$ cat config.mk
export PLATFORM = sky130hd
export DESIGN_NAME = lgss_ctrl
export DESIGN_NICKNAME = d
export VERILOG_FILES = /design/src/design/lgss_pkg.sv /design/src/design/lgss_ctrl.sv
export SDC_FILE = /design/constraint.sdc
export NUM_CORES = 1
export LEC_CHECK = 0
export ABC_AREA = 1
export BUFFER_PORTS_ARGS = -buffer_cell sky130_fd_sc_hd__buf_2
export CORE_MARGIN = 4
export CORE_UTILIZATION = 51
export DETAILED_ROUTE_END_ITERATION = 16
export PLACE_DENSITY = 0.84
export SETUP_SLACK_MARGIN = 0.2
export SLEW_MARGIN = 10
export SYNTH_ARGS = -nofsm -noshare
export SYNTH_HDL_FRONTEND = slang
export SYNTH_SLANG_ARGS = --single-unit
$ cat constraint.sdc
create_clock -name i_clk -period 1.6 [get_ports i_clk]
set_input_delay 0.24 -clock i_clk [delete_from_list [all_inputs] [get_ports i_clk]]
set_output_delay 0.24 -clock i_clk [all_outputs]
set_load 0.01 [all_outputs]
$ cat src/design/lgss_pkg.sv
// shared types and constants for the linear gradient span shader
`timescale 1ns / 1ps
package lgss_pkg;

    // stop table depth
    localparam int MAX_STOPS = 8;

    // configuration register indexes
    localparam logic [2:0] REG_COEF_X      = 3'd0;
    localparam logic [2:0] REG_COEF_Y      = 3'd1;
    localparam logic [2:0] REG_COEF_OFFSET = 3'd2;
    localparam logic [2:0] REG_TILE_MODE   = 3'd3;
    localparam logic [2:0] REG_STOP_COUNT  = 3'd4;

    // tile modes
    localparam logic [1:0] TILE_CLAMP  = 2'd0;
    localparam logic [1:0] TILE_REPEAT = 2'd1;
    localparam logic [1:0] TILE_MIRROR = 2'd2;

    // opcodes
    localparam logic OP_WRITE_STOP = 1'b0;
    localparam logic OP_SHADE_SPAN = 1'b1;

    localparam logic [15:0] ONE_Q15 = 16'd32768;
    localparam logic [16:0] ONE_Q16 = 17'd65536;

    // commands from controller to datapath
    typedef struct packed {
        logic load;   // latch span coordinates
        logic mul;    // form coordinate products
        logic sum;    // form start accumulator
        logic emit;   // issue one pixel into the pipe
        logic last;   // issued pixel ends the span
    } t_cmd;

    // status from datapath to controller
    typedef struct packed {
        logic adv;    // pipe advances this cycle
        logic busy;   // issue stage still holds a pixel
    } t_stat;

endpackage

$ cat src/design/lgss_ctrl.sv
// span sequencer: accepts items and issues one pixel per advancing cycle
`timescale 1ns / 1ps
module lgss_ctrl import lgss_pkg::*; #(
    parameter int MAX_SPAN = 64
) (
    input  logic        i_clk,
    input  logic        i_rst_n,
    input  logic        i_accept,
    input  logic        i_opcode,
    input  logic [6:0]  i_span_length,
    input  t_stat       i_stat,
    output logic        o_idle,
    output t_cmd        o_cmd
);

    localparam logic [1:0] ST_IDLE = 2'd0;
    localparam logic [1:0] ST_MUL  = 2'd1;
    localparam logic [1:0] ST_SUM  = 2'd2;
    localparam logic [1:0] ST_RUN  = 2'd3;

    logic [1:0] r_state, n_state;
    logic [6:0] r_cnt, n_cnt;
    logic [6:0] len_sat;

    // saturate span length
    assign len_sat = (32'(i_span_length) > MAX_SPAN) ? 7'(MAX_SPAN) : i_span_length;

    // next state
    always_comb begin
        n_state = r_state;
        n_cnt   = r_cnt;
        unique case (r_state)
            ST_IDLE: begin
                if (i_accept && i_opcode == OP_SHADE_SPAN && len_sat != 7'd0) begin
                    n_state = ST_MUL;
                    n_cnt   = len_sat;
                end
            end
            ST_MUL: n_state = ST_SUM;
            ST_SUM: n_state = ST_RUN;
            ST_RUN: begin
                if (i_stat.adv) begin
                    n_cnt = r_cnt - 7'd1;
                    if (r_cnt == 7'd1) begin
                        n_state = ST_IDLE;
                    end
                end
            end
            default: n_state = ST_IDLE;
        endcase
    end

    always_ff @(posedge i_clk) begin
        if (!i_rst_n) begin
            r_state <= ST_IDLE;
            r_cnt   <= 7'd0;
        end else begin
            r_state <= n_state;
            r_cnt   <= n_cnt;
        end
    end

    // commands
    assign o_idle     = (r_state == ST_IDLE) && !i_stat.busy;
    assign o_cmd.load = (r_state == ST_IDLE) && i_accept && i_opcode == OP_SHADE_SPAN;
    assign o_cmd.mul  = (r_state == ST_MUL);
    assign o_cmd.sum  = (r_state == ST_SUM);
    assign o_cmd.emit = (r_state == ST_RUN);
    assign o_cmd.last = (r_cnt == 7'd1);

endmodule

==> results.md, run 1 <==
- Nets@finish: 176
- Slowest stage delay, CP: 320 ps
- Final Skew: 1.66 ps
- Hold-fix buffer count after cts: 0
- Placed Area: around 870 sq um
- Period utilization: approximately nine tenths
- Pwr Total: ~2.1 mW
- Total of max-cap violations: 0
- Die X: 46.9 um
- Top cells by area, synth: dfxtp_1, nand2_1, nor2_1, ha_1, nand3_1
- HPWL Detailed: 1.31 mm
- Placed insts: 161
- Top cell by count, worst path: inv_2
- Total grt overflow: 0
- Mapped Area: around 770 sq um
- Final hold vios: 0
- Gr usage total: 18.3%
- Final instance area: 1040 sq um
- Most common cell after layout, fill and taps aside: nand2_1
- Startpoint Class: register
- Top cell type's share of synthesized area: between 20% and 30%
- Sink Count: 9
- Chip height: 46.9 um
- Hold/Removal Path Class: in -> reg
- RSZ-0062 raised after global routing: true
- Post-DR vias/cell: 5.62
- CTS Buf Count: 3
- Max FO, Critical Path: 2
- Critical Path RT: roughly 1400 ps
- Port Buf Inserts: 18
- Syn Nets: between 100 and 150
- Routability cong.: roughly 0.78
- Post-synthesis sequential area ratio: 23.4%
- Commonest cells after routing, fill and taps aside: nand2_1, nor2_1, buf_2, inv_1, nand3_1
- Netlist cell types: 21
- Number of H-tree levels: 1
- Clk root buf: clkbuf_4
- Row count: 13
- Peak Freq: 697 MHz
- First-pass GRT wire length: 2.84 mm
- Die area: 2200 sq um
- Worst VDD drop: 0.00131 V
- Via count: 956
- WS Path Type: reg -> out
- DR DRC count: 0
- Clock slew seen by the registers of the worst setup and hold paths: 60 ps
- Final-report max-slew violation count: 0
- I/O pins: 19
- Relative max-transition margin: 80.7%
- R2R depth: 10
- Core ar.: approximately 1400 sq um
- 1st-iter DRT viols: 66
- Worst path cell trace: inv_2 -> ha_4 -> inv_2 -> nor2_1 -> nand3_1 -> inv_1 -> buf_2
- Share of cells above drive strength 1: 34.2%
- Initial antenna violation count: 0
- TritonCTS clock tree: done
- CP max-delay cell: dfxtp_2
- Worst-Skew Late Latency: 260 ps
- Post-Layout Cell Count: 170
- Tightest Pin Transition: 289 ps
- Setup TNS: 0 ps
- YS warnings: 0
- Initial core utilization: 56.4%
- Hold Path Stages: 3
- Mapped Avg Cell Area: 5.97 sq um
- Mapped Cells: ~130
- Crit path DAT: 1200 ps
- Tmin final: 1440 ps
- Final setup violation count: 0
- Post-route ant nets: 0
- Area leader, netlist: dfxtp_1
- #FFs+latches synth: 9
- Largest net degree at the start of global routing: 12
- 1st-pass router iterations: 4
- Layout overhead on the synthesized area: 34.6%
- CTS max path bufs: 2
- Antenna Cells: 0
- Routed len/inst: roughly 13 um
- Leakage: 0.539 nW
- WL final: 2.20 mm
- Vias in the first global route: 743
- Pre-CTS WS: 150 ps
- Run status: finished clean
- Setup crit end kind: output pin
- Final Worst Setup Slack: 164 ps
- PwrDens: just over 2000 nW/um^2
[critical path: cells and delay by family, from the launching register on]
family / cells / cell delay (ps)
adders and majority gates: 1 / 120
and+or+nand+nor: 2 / 190
DFF: 1 / 320
buffers and inverters: 4 / 300
[report_power, final]
part           internal [mW]  total [mW]  switching, mW
registers              0.365       0.512          0.148
logic                  0.595        1.46          0.863
clock network         0.0960       0.173         0.0773
[state kept, by name, indices dropped and copies added (netlist names)]
name	flops
r_cnt	7
r_state	2
[Yosys cell counts, drive strengths merged]
master	n
ha	7
inv	17
buf	3
nand2	34
o21ai	7
a31oi	2
nand4	1
nand3b	1
dfxtp	9
nand3	12
or2	1
a21oi	7
nor2	28
[repair_timing]
action	CTS	global route
pin swaps	1	10
setup endpoints to repair	7	13
cloned	0	0
setup buffers	2	3
resized for setup	8	27
[through the flow]
step,utilization [%],hold slack (ps)
2_1_floorplan,-,474
3_3_place_gp,63.7,506
3_5_place_dp,63.7,518
4_1_cts,67.3,276
5_1_grt,75.9,282
6_report,75.9,280
[path summary, 6_finish.rpt]
path / start / end / slack, ps
worst min-delay path: i_rst_n / r_cnt[0] / 280
worst max register to register: r_cnt[1] / r_state[1] / 190
worst max-delay path: r_cnt[1] / o_cmd[0] / 160
worst min register to register: r_state[1] / r_state[1] / 540
[cell families (layout without fill, tap and decap cells)]
kind of cell | Yosys count | after routing | synth area share [%]
AO/OA/AOI/OAI | 16 | 16 | 12.7
flip-flops | 9 | 9 | 23.4
AND/OR/NAND/NOR | 77 | 77 | 41.2
buffers and inverters | 20 | 46 | 11.4
adder cells (fa/ha/maj) | 7 | 7 | 11.4
[per-layer routing]
| metal | vias up | global-route usage [%] | routed length [um] |
|---|---|---|---|
| met1 | 428 | 23.9 | 940 |
| li1 | 457 | - | - |
| met3 | 11 | 3.45 | 211 |
| met2 | 60 | 26.6 | 986 |
| met4 | 0 | 13.3 | 61 |
| met5 | - | 0 | 0 |
[final cells by class]
cell class,instances,area [sq um]
fillers,97,329
flip-flops and latches,9,193
multi-input cells,100,578
well taps,15,18.8
repair buffers,25,150
inverters,17,71.3
clock buffers,4,26.3
(Power assumes the default switching activity.)
==> run 2: changes to the inputs <==
--- a/config.mk
+++ b/config.mk
@@ -11,6 +11,7 @@
 export CORE_UTILIZATION = 51
 export DETAILED_ROUTE_END_ITERATION = 16
 export PLACE_DENSITY = 0.84
+export REMOVE_ABC_BUFFERS = 1
 export SETUP_SLACK_MARGIN = 0.2
 export SLEW_MARGIN = 10
 export SYNTH_ARGS = -nofsm -noshare
==> run 2 against run 1 <==
  * Largest cell class unchanged
  * Sequential power is 1% higher
  * Largest power group unchanged
  * Worst hold slack worse by 12 ps
  * Design area grew 2.7%
  * Maximum frequency decreased by 2.6%
  * Critical endpoint is now r_state[1]
  * Worst setup slack got worse by 38 ps
  * Core utilization up 2.0 points
==> results.md, run 2 (same netlist as run 1, synthesis figures left out) <==
- Run status: finished clean
- Final setup violation count: 0 (unchanged)
- PwrDens: 2110 nW/um^2 (+2.3%)
- Hold Path Stages: 3 (unchanged)
- Port Buf Inserts: 18 (unchanged)
- First-pass GRT wire length: 3.08 mm (+8.8%)
- TritonCTS clock tree: done
- Initial antenna violation count: 0 (unchanged)
- Largest net degree at the start of global routing: 12 (unchanged)
- Tightest Pin Transition: 368 ps (+79.1 ps)
- Tmin final: 1470 ps (+37.9 ps)
- RSZ-0062 raised after global routing: true
- Die area: 2200 sq um (unchanged)
- Reg-to-Reg Start: r_cnt[1]
- Vias in the first global route: 777 (+4.6%)
- Switching power: 1.15 mW (+6.1%)
- HPWL Detailed: 1.53 mm (+17%)
- I/O pins: 19 (unchanged)
- 1st-iter DRT viols: 67 (+1.5%)
- Peak Freq: 679 MHz (-2.6%)
- Crit path DAT: 1630 ps (+430 ps)
- Core ar.: 1370 sq um (unchanged)
- Hold/Removal Path Class: in -> reg
- CTS max path bufs: 2 (unchanged)
- Sink Count: 9 (unchanged)
- DR DRC count: 0 (unchanged)
- Nets@finish: 178 (+1.1%)
- Layout overhead on the synthesized area: 38.1%
- Commonest cells after routing, fill and taps aside: nand2_1, nor2_1, buf_2, inv_1, nand3_1
- Relative max-transition margin: 75.4% (-5.3 points)
- Final-report max-slew violation count: 0 (unchanged)
- Final hold vios: 0 (unchanged)
- Share of cells above drive strength 1: 33.1% (-1.1 points)
- Post-route ant nets: 0 (unchanged)
- Row count: 13 (unchanged)
- Crit path max-delay family: simple AND/OR/NAND/NOR gates
- Fin util: 77.9% (+2.0 points)
- Critical Path RT: 1750 ps (+390 ps)
- WL final: 2.52 mm (+14%)
- Max FO, Critical Path: 4 (+2)
- Setup TNS: 0 ps (unchanged)
- Share of power burned in registers: 23.1% (-0.8 points)
- Clock slew seen by the registers of the worst setup and hold paths: 60 ps (about the same)
- Gr usage total: 19.9% (+1.7 points)
- Worst setup path start: r_cnt[1]
- Total of max-cap violations: 0 (unchanged)
- 1st-pass router iterations: 4 (unchanged)
- R2R depth: 10 (unchanged)
- Die X: 46.9 um (unchanged)
- Largest regs: r_cnt: 7 flops, r_state: 2 flops
- Worst Path Buf+Inv: 3 (-1)
- Via count: 1,000 (+4.6%)
- Chip height: 46.9 um (unchanged)
- Fill count: 93 (-4.1%)
- Initial core utilization: 56.4% (unchanged)
- Top cell by count, worst path: inv_2
- Leakage: 0.549 nW (+1.8%)
- Routability cong.: 0.812 (+3.4%)
- Antenna Cells: 0 (unchanged)
- Share of total power in combinational logic: 69.0% (+1.0 points)
- Routed len/inst: 14.6 um (+13%)
- Number of H-tree levels: 1 (unchanged)
- Power Internal: 1.10 mW (+3.9%)
- Max FFs per register: 7 (unchanged)
- Worst VDD drop: 0.00110 V (-16%)
- Startpoint Class: register
- WS Path Type: reg -> reg
- Hold path startpoint: i_rst_n
- Clk root buf: clkbuf_4
- Period utilization: 92.1% (+2.4 points)
- Post-DR vias/cell: 5.81 (+3.4%)
- Net Sw Frac: 51.3% (+0.52 points)
- Worst path cell trace: inv_2 -> ha_4 -> inv_2 -> nor2_4 -> nand3_4 -> buf_6 -> o21ai_4 -> nand3b_1 -> nand2_1 -> nor2_1
- Worst-Skew Late Latency: 260 ps (about the same)
- WP depth: 10 (+3)
- Final hold slack: 269 ps (-11.6 ps)
- CP max-delay cell: dfxtp_2
- Slowest stage delay, CP: 330 ps (about the same)
- Final Skew: 2.96 ps (+1.30 ps)
- CTS Buf Count: 3 (unchanged)
- Clock share of power: 7.9% (-0.2 points)
- Most common cell after layout, fill and taps aside: nand2_1
- Setup crit end kind: register
- Total grt overflow: 0 (unchanged)
- Top reg by flops: r_cnt
-- run 2: changes by cell type in the layout (fill, tap and decap cells not counted), moves of 2 or more --
cell     delta
nand2_1     +2
buf_6       +2
nor2_2      -2
nand2_2     -2
-- run 2: path summary, 6_finish.rpt --
path,to,slack (ps)
worst max-delay path,r_state[1],130
worst min-delay path,r_cnt[1],270
worst max register to register,r_state[1],130
worst min register to register,r_state[0],580
-- run 2: cell type report --
| type | count | area (sq um) | area share, % |
|---|---|---|---|
| multi-input combinational | 100 | 581 | 54.5 |
| sequential | 9 | 193 | 18.1 |
| timing repair buffer | 27 | 175 | 16.5 |
| inverter | 17 | 71.3 | 6.70 |
| clock buffer | 4 | 26.3 | 2.47 |
| tap | 15 | 18.8 | 1.76 |
-- run 2: routing by layer --
layer | vias to the layer above | share of wire, % | track usage [%]
li1 | 463 | - | -
met1 | 446 | 39 | 22.8
met2 | 75 | 50 | 34.7
met3 | 16 | 7.9 | 2.68
met4 | 0 | 3.6 | 12.2
met5 | - | 0 | 0
-- run 2: timing repair --
item	in CTS	in global routing
setup endpoints to repair	9	13
hold endpoints to repair	0	0
resized for setup	9	26
hold buffers	0	0
buffers inserted	3	4
pin swaps	1	7
-- run 2: through the flow --
| stage | power [mW] | cells | worst slack, ps | cell area, sq um |
|---|---|---|---|---|
| final | 2.25 | 172 | 126 | 1060 |
| after floorplan | 1.28 | 126 | 76.1 | 747 |
| after CTS | 1.83 | 168 | 197 | 937 |
| after detailed placement | 1.56 | 161 | 119 | 871 |
| after global routing | 2.43 | 172 | 55.7 | 1060 |
| after global placement | 1.50 | 161 | 193 | 871 |
-- run 2: power groups by stage --
stage,registers [mW],logic [mW],clock network (mW)
floorplan,0.423,0.858,0
global placement,0.446,1.06,0
detailed placement,0.456,1.10,0
CTS,0.461,1.19,0.178
global route,0.528,1.70,0.200
finish,0.519,1.55,0.178
-- run 2: worst register-to-register path, cell delays in order (launching register included) --
cell and delay [ps]:
dfxtp_2 330, inv_2 80, ha_4 130, inv_2 40, nor2_4 120, nand3_4 80, buf_6 140, o21ai_4 180
nand3b_1 120, nand2_1 100, nor2_1 50
==> run 3: changes to the inputs <==
--- a/config.mk
+++ b/config.mk
@@ -8,9 +8,9 @@
 export ABC_AREA = 1
 export BUFFER_PORTS_ARGS = -buffer_cell sky130_fd_sc_hd__buf_2
 export CORE_MARGIN = 4
-export CORE_UTILIZATION = 51
+export CORE_UTILIZATION = 46
 export DETAILED_ROUTE_END_ITERATION = 16
-export PLACE_DENSITY = 0.84
+export PLACE_DENSITY = 0.8
 export REMOVE_ABC_BUFFERS = 1
 export SETUP_SLACK_MARGIN = 0.2
 export SLEW_MARGIN = 10
==> constraint.sdc (replaced) <==
create_clock -name i_clk -period 1.31 [get_ports i_clk]
set_input_delay 0.1965 -clock i_clk [delete_from_list [all_inputs] [get_ports i_clk]]
set_output_delay 0.1965 -clock i_clk [all_outputs]
set_load 0.01 [all_outputs]
==> run 3 against run 2 <==
  * The run now ends with negative setup slack left
  * Largest power group unchanged
  * Highest routed layer unchanged
  * Worst setup slack lost 270 ps
  * Sequential power grew 21%
  * Largest cell class unchanged
  * Count of clock-buffer cells in the layout is the same
  * Total power grew 46%
==> results.md, run 3 (same netlist as run 1, synthesis figures left out) <==
- Top cell by count, worst path: inv_2
- First-pass GRT wire length: 4.51 mm (+46%)
- Nets@finish: 185 (+3.9%)
- Startpoint Class: register
- Share of total power in combinational logic: 73.8% (+4.8 points)
- 1st-pass router iterations: 4 (unchanged)
- Total of max-cap violations: 0 (unchanged)
- Total grt overflow: 0 (unchanged)
- Leakage: 0.601 nW (+9.5%)
- Max FO, Critical Path: 2 (-2)
- Routed len/inst: 18.5 um (+26%)
- Period utilization: 111%
- Relative max-transition margin: 80.0% (+4.7 points)
- Power Internal: 1.67 mW (+52%)
- Number of H-tree levels: 1 (unchanged)
- Final instance area: 1230 sq um (+16%)
- Chip height: 48.9 um (+4.4%)
- Die area: 2390 sq um (+9.0%)
- Final hold vios: 0 (unchanged)
- DR DRC count: 0 (unchanged)
- HPWL Detailed: 1.57 mm (+2.5%)
- Die X: 48.9 um (+4.4%)
- Share of power burned in registers: 19.2% (-3.9 points)
- Final Worst Setup Slack: -143 ps (-270 ps)
- Crit path DAT: 1260 ps (-370 ps)
- Most common cell after layout, fill and taps aside: nand2_1
- Switching power: 1.62 mW (+40%)
- Commonest cells after routing, fill and taps aside: nand2_1, nor2_1, buf_2
- WL final: 3.33 mm (+32%)
- Worst Path Buf+Inv: 4 (+1)
- Failing checks: negative setup slack
- Hold/Removal Path Class: in -> reg
- Initial core utilization: 50.0% (-6.4 points)
- Final setup violation count: 11 (+11)
- Vias in the first global route: 947 (+22%)
- Final hold slack: 240 ps (-28.8 ps)
- WS Path Type: reg -> out
- Post-route ant nets: 0 (unchanged)
- Placed insts: 170 (+5.6%)
- Initial antenna violation count: 0 (unchanged)
- Top reg by flops: r_cnt
- Tmin final: ~1500 ps
- Setup TNS: -487 ps (-487 ps)
- 1st-iter DRT viols: 56 (-16%)
- Max FFs per register: 7 (unchanged)
- Fill count: 88 (-5.4%)
- CP max-delay cell: dfxtp_2
- Core ar.: 1540 sq um (+13%)
- Slowest stage delay, CP: 340 ps (about the same)
- Worst VDD drop: 0.00157 V (+43%)
- Tightest Pin Transition: 296 ps (-71.6 ps)
- Sink Count: 9 (unchanged)
- Critical Path RT: 1110 ps (-640 ps)
- Row count: 14 (+1)
- Largest net degree at the start of global routing: 10 (-2)
- Placed Area: 932 sq um (+7.0%)
- Final-report max-slew violation count: 0 (unchanged)
- Gr usage total: 24.5% (+4.6 points)
- Clk root buf: clkbuf_4
- Peak Freq: 688 MHz
- RSZ-0062 raised after global routing: true
- Clock share of power: 7.0% (-0.9 points)
- Worst-Skew Late Latency: 270 ps (about the same)
- Antenna Cells: 0 (unchanged)
- Layout overhead on the synthesized area: 59.6%
- Worst path cell trace: inv_2 -> ha_4 -> inv_2 -> nor2_2 -> nand3_2 -> inv_2 -> buf_6
- Via count: 1,062 (+6.2%)
- Routability cong.: 0.799 (-1.6%)
- Largest regs: r_cnt: 7 flops, r_state: 2 flops
- Port Buf Inserts: 18 (unchanged)
- Final Skew: 3.30 ps (+0.339 ps)
- Share of cells above drive strength 1: 45.7% (+13 points)
- Run status: finished, violations left
- Net Sw Frac: 49.2% (-2.1 points)
- CTS Buf Count: 3 (unchanged)
- CTS max path bufs: 2 (unchanged)
- I/O pins: 19 (unchanged)
- PwrDens: 2680 nW/um^2 (+27%)
- Pwr Total: 3.29 mW (+46%)
- Clock slew seen by the registers of the worst setup and hold paths: 70 ps (about the same)
- Post-Layout Cell Count: 180 (+4.7%)
- TritonCTS clock tree: done
- Crit path max-delay family: flip-flops
- Post-DR vias/cell: 5.90 (+1.5%)
- Setup crit end kind: output pin
-- run 3: changes by cell type in the layout (fill, tap and decap cells not counted), moves of 2 or more --
cell     delta
nor2_1      -5
nand2_2     +6
o21ai_2     +2
nand2_1     -7
buf_2       -4
nor2_2      +5
ha_4        +3
buf_6       +6
buf_4       +4
ha_1        -3
-- run 3: per-layer routing --
| layer | up-vias | global-route usage, % | wire, um |
|---|---|---|---|
| met3 | 14 | 4.89 | 294 |
| met2 | 66 | 41.5 | 1650 |
| met1 | 505 | 27.9 | 1240 |
| met5 | - | 0 | 0 |
| met4 | 0 | 14.8 | 142 |
| li1 | 477 | - | - |
-- run 3: path summary, 6_finish.rpt --
path              cells past startpoint  startpoint  endpoint  slack (ps)
setup reg to reg                      8    r_cnt[1]  r_cnt[1]         -60
hold / removal                        3     i_rst_n  r_cnt[3]         240
setup / recovery                      7    r_cnt[1]  o_cmd[0]        -140
hold reg to reg                       2    r_cnt[0]  r_cnt[0]         550
-- run 3: timing repair --
action	in CTS	in global routing
endpoints found under the setup margin	15	15
setup buffers	6	0
resized for setup	48	17
hold buffers	0	0
hold endpoints to repair	0	0
pin swaps	13	9
-- run 3: layout make-up --
class | instances | area, sq um | share of cell area [%]
Inverter | 17 | 76.3 | 6.21
Multi-Input combinational cell | 100 | 642 | 52.2
Timing Repair Buffer | 34 | 273 | 22.2
Sequential cell | 9 | 193 | 15.7
Tap cell | 16 | 20.0 | 1.63
Clock buffer | 4 | 26.3 | 2.14
-- run 3: worst min-delay path: cells and delay by family --
family,cells,cell delay (ps)
and+or+nand+nor,2,110
buffers and inverters,1,170
-- run 3: power by group through the flow --
| stage | sequential (mW) | clock, mW | combinational, mW |
|---|---|---|---|
| after CTS | 0.606 | 0.235 | 2.06 |
| after detailed placement | 0.543 | 0 | 1.53 |
| after floorplan | 0.517 | 0 | 1.05 |
| after global placement | 0.538 | 0 | 1.49 |
| final | 0.630 | 0.232 | 2.43 |
| after global routing | 0.645 | 0.260 | 2.62 |
-- run 3: through the flow --
| stage | util, % | setup WS, ps |
|---|---|---|
| 3_3_place_gp | 60.5 | -20.2 |
| 2_1_floorplan | - | -214 |
| 4_1_cts | 76.1 | -73.0 |
| 6_report | 79.8 | -143 |
| 3_5_place_dp | 60.5 | -90.6 |
| 5_1_grt | 79.8 | -224 |
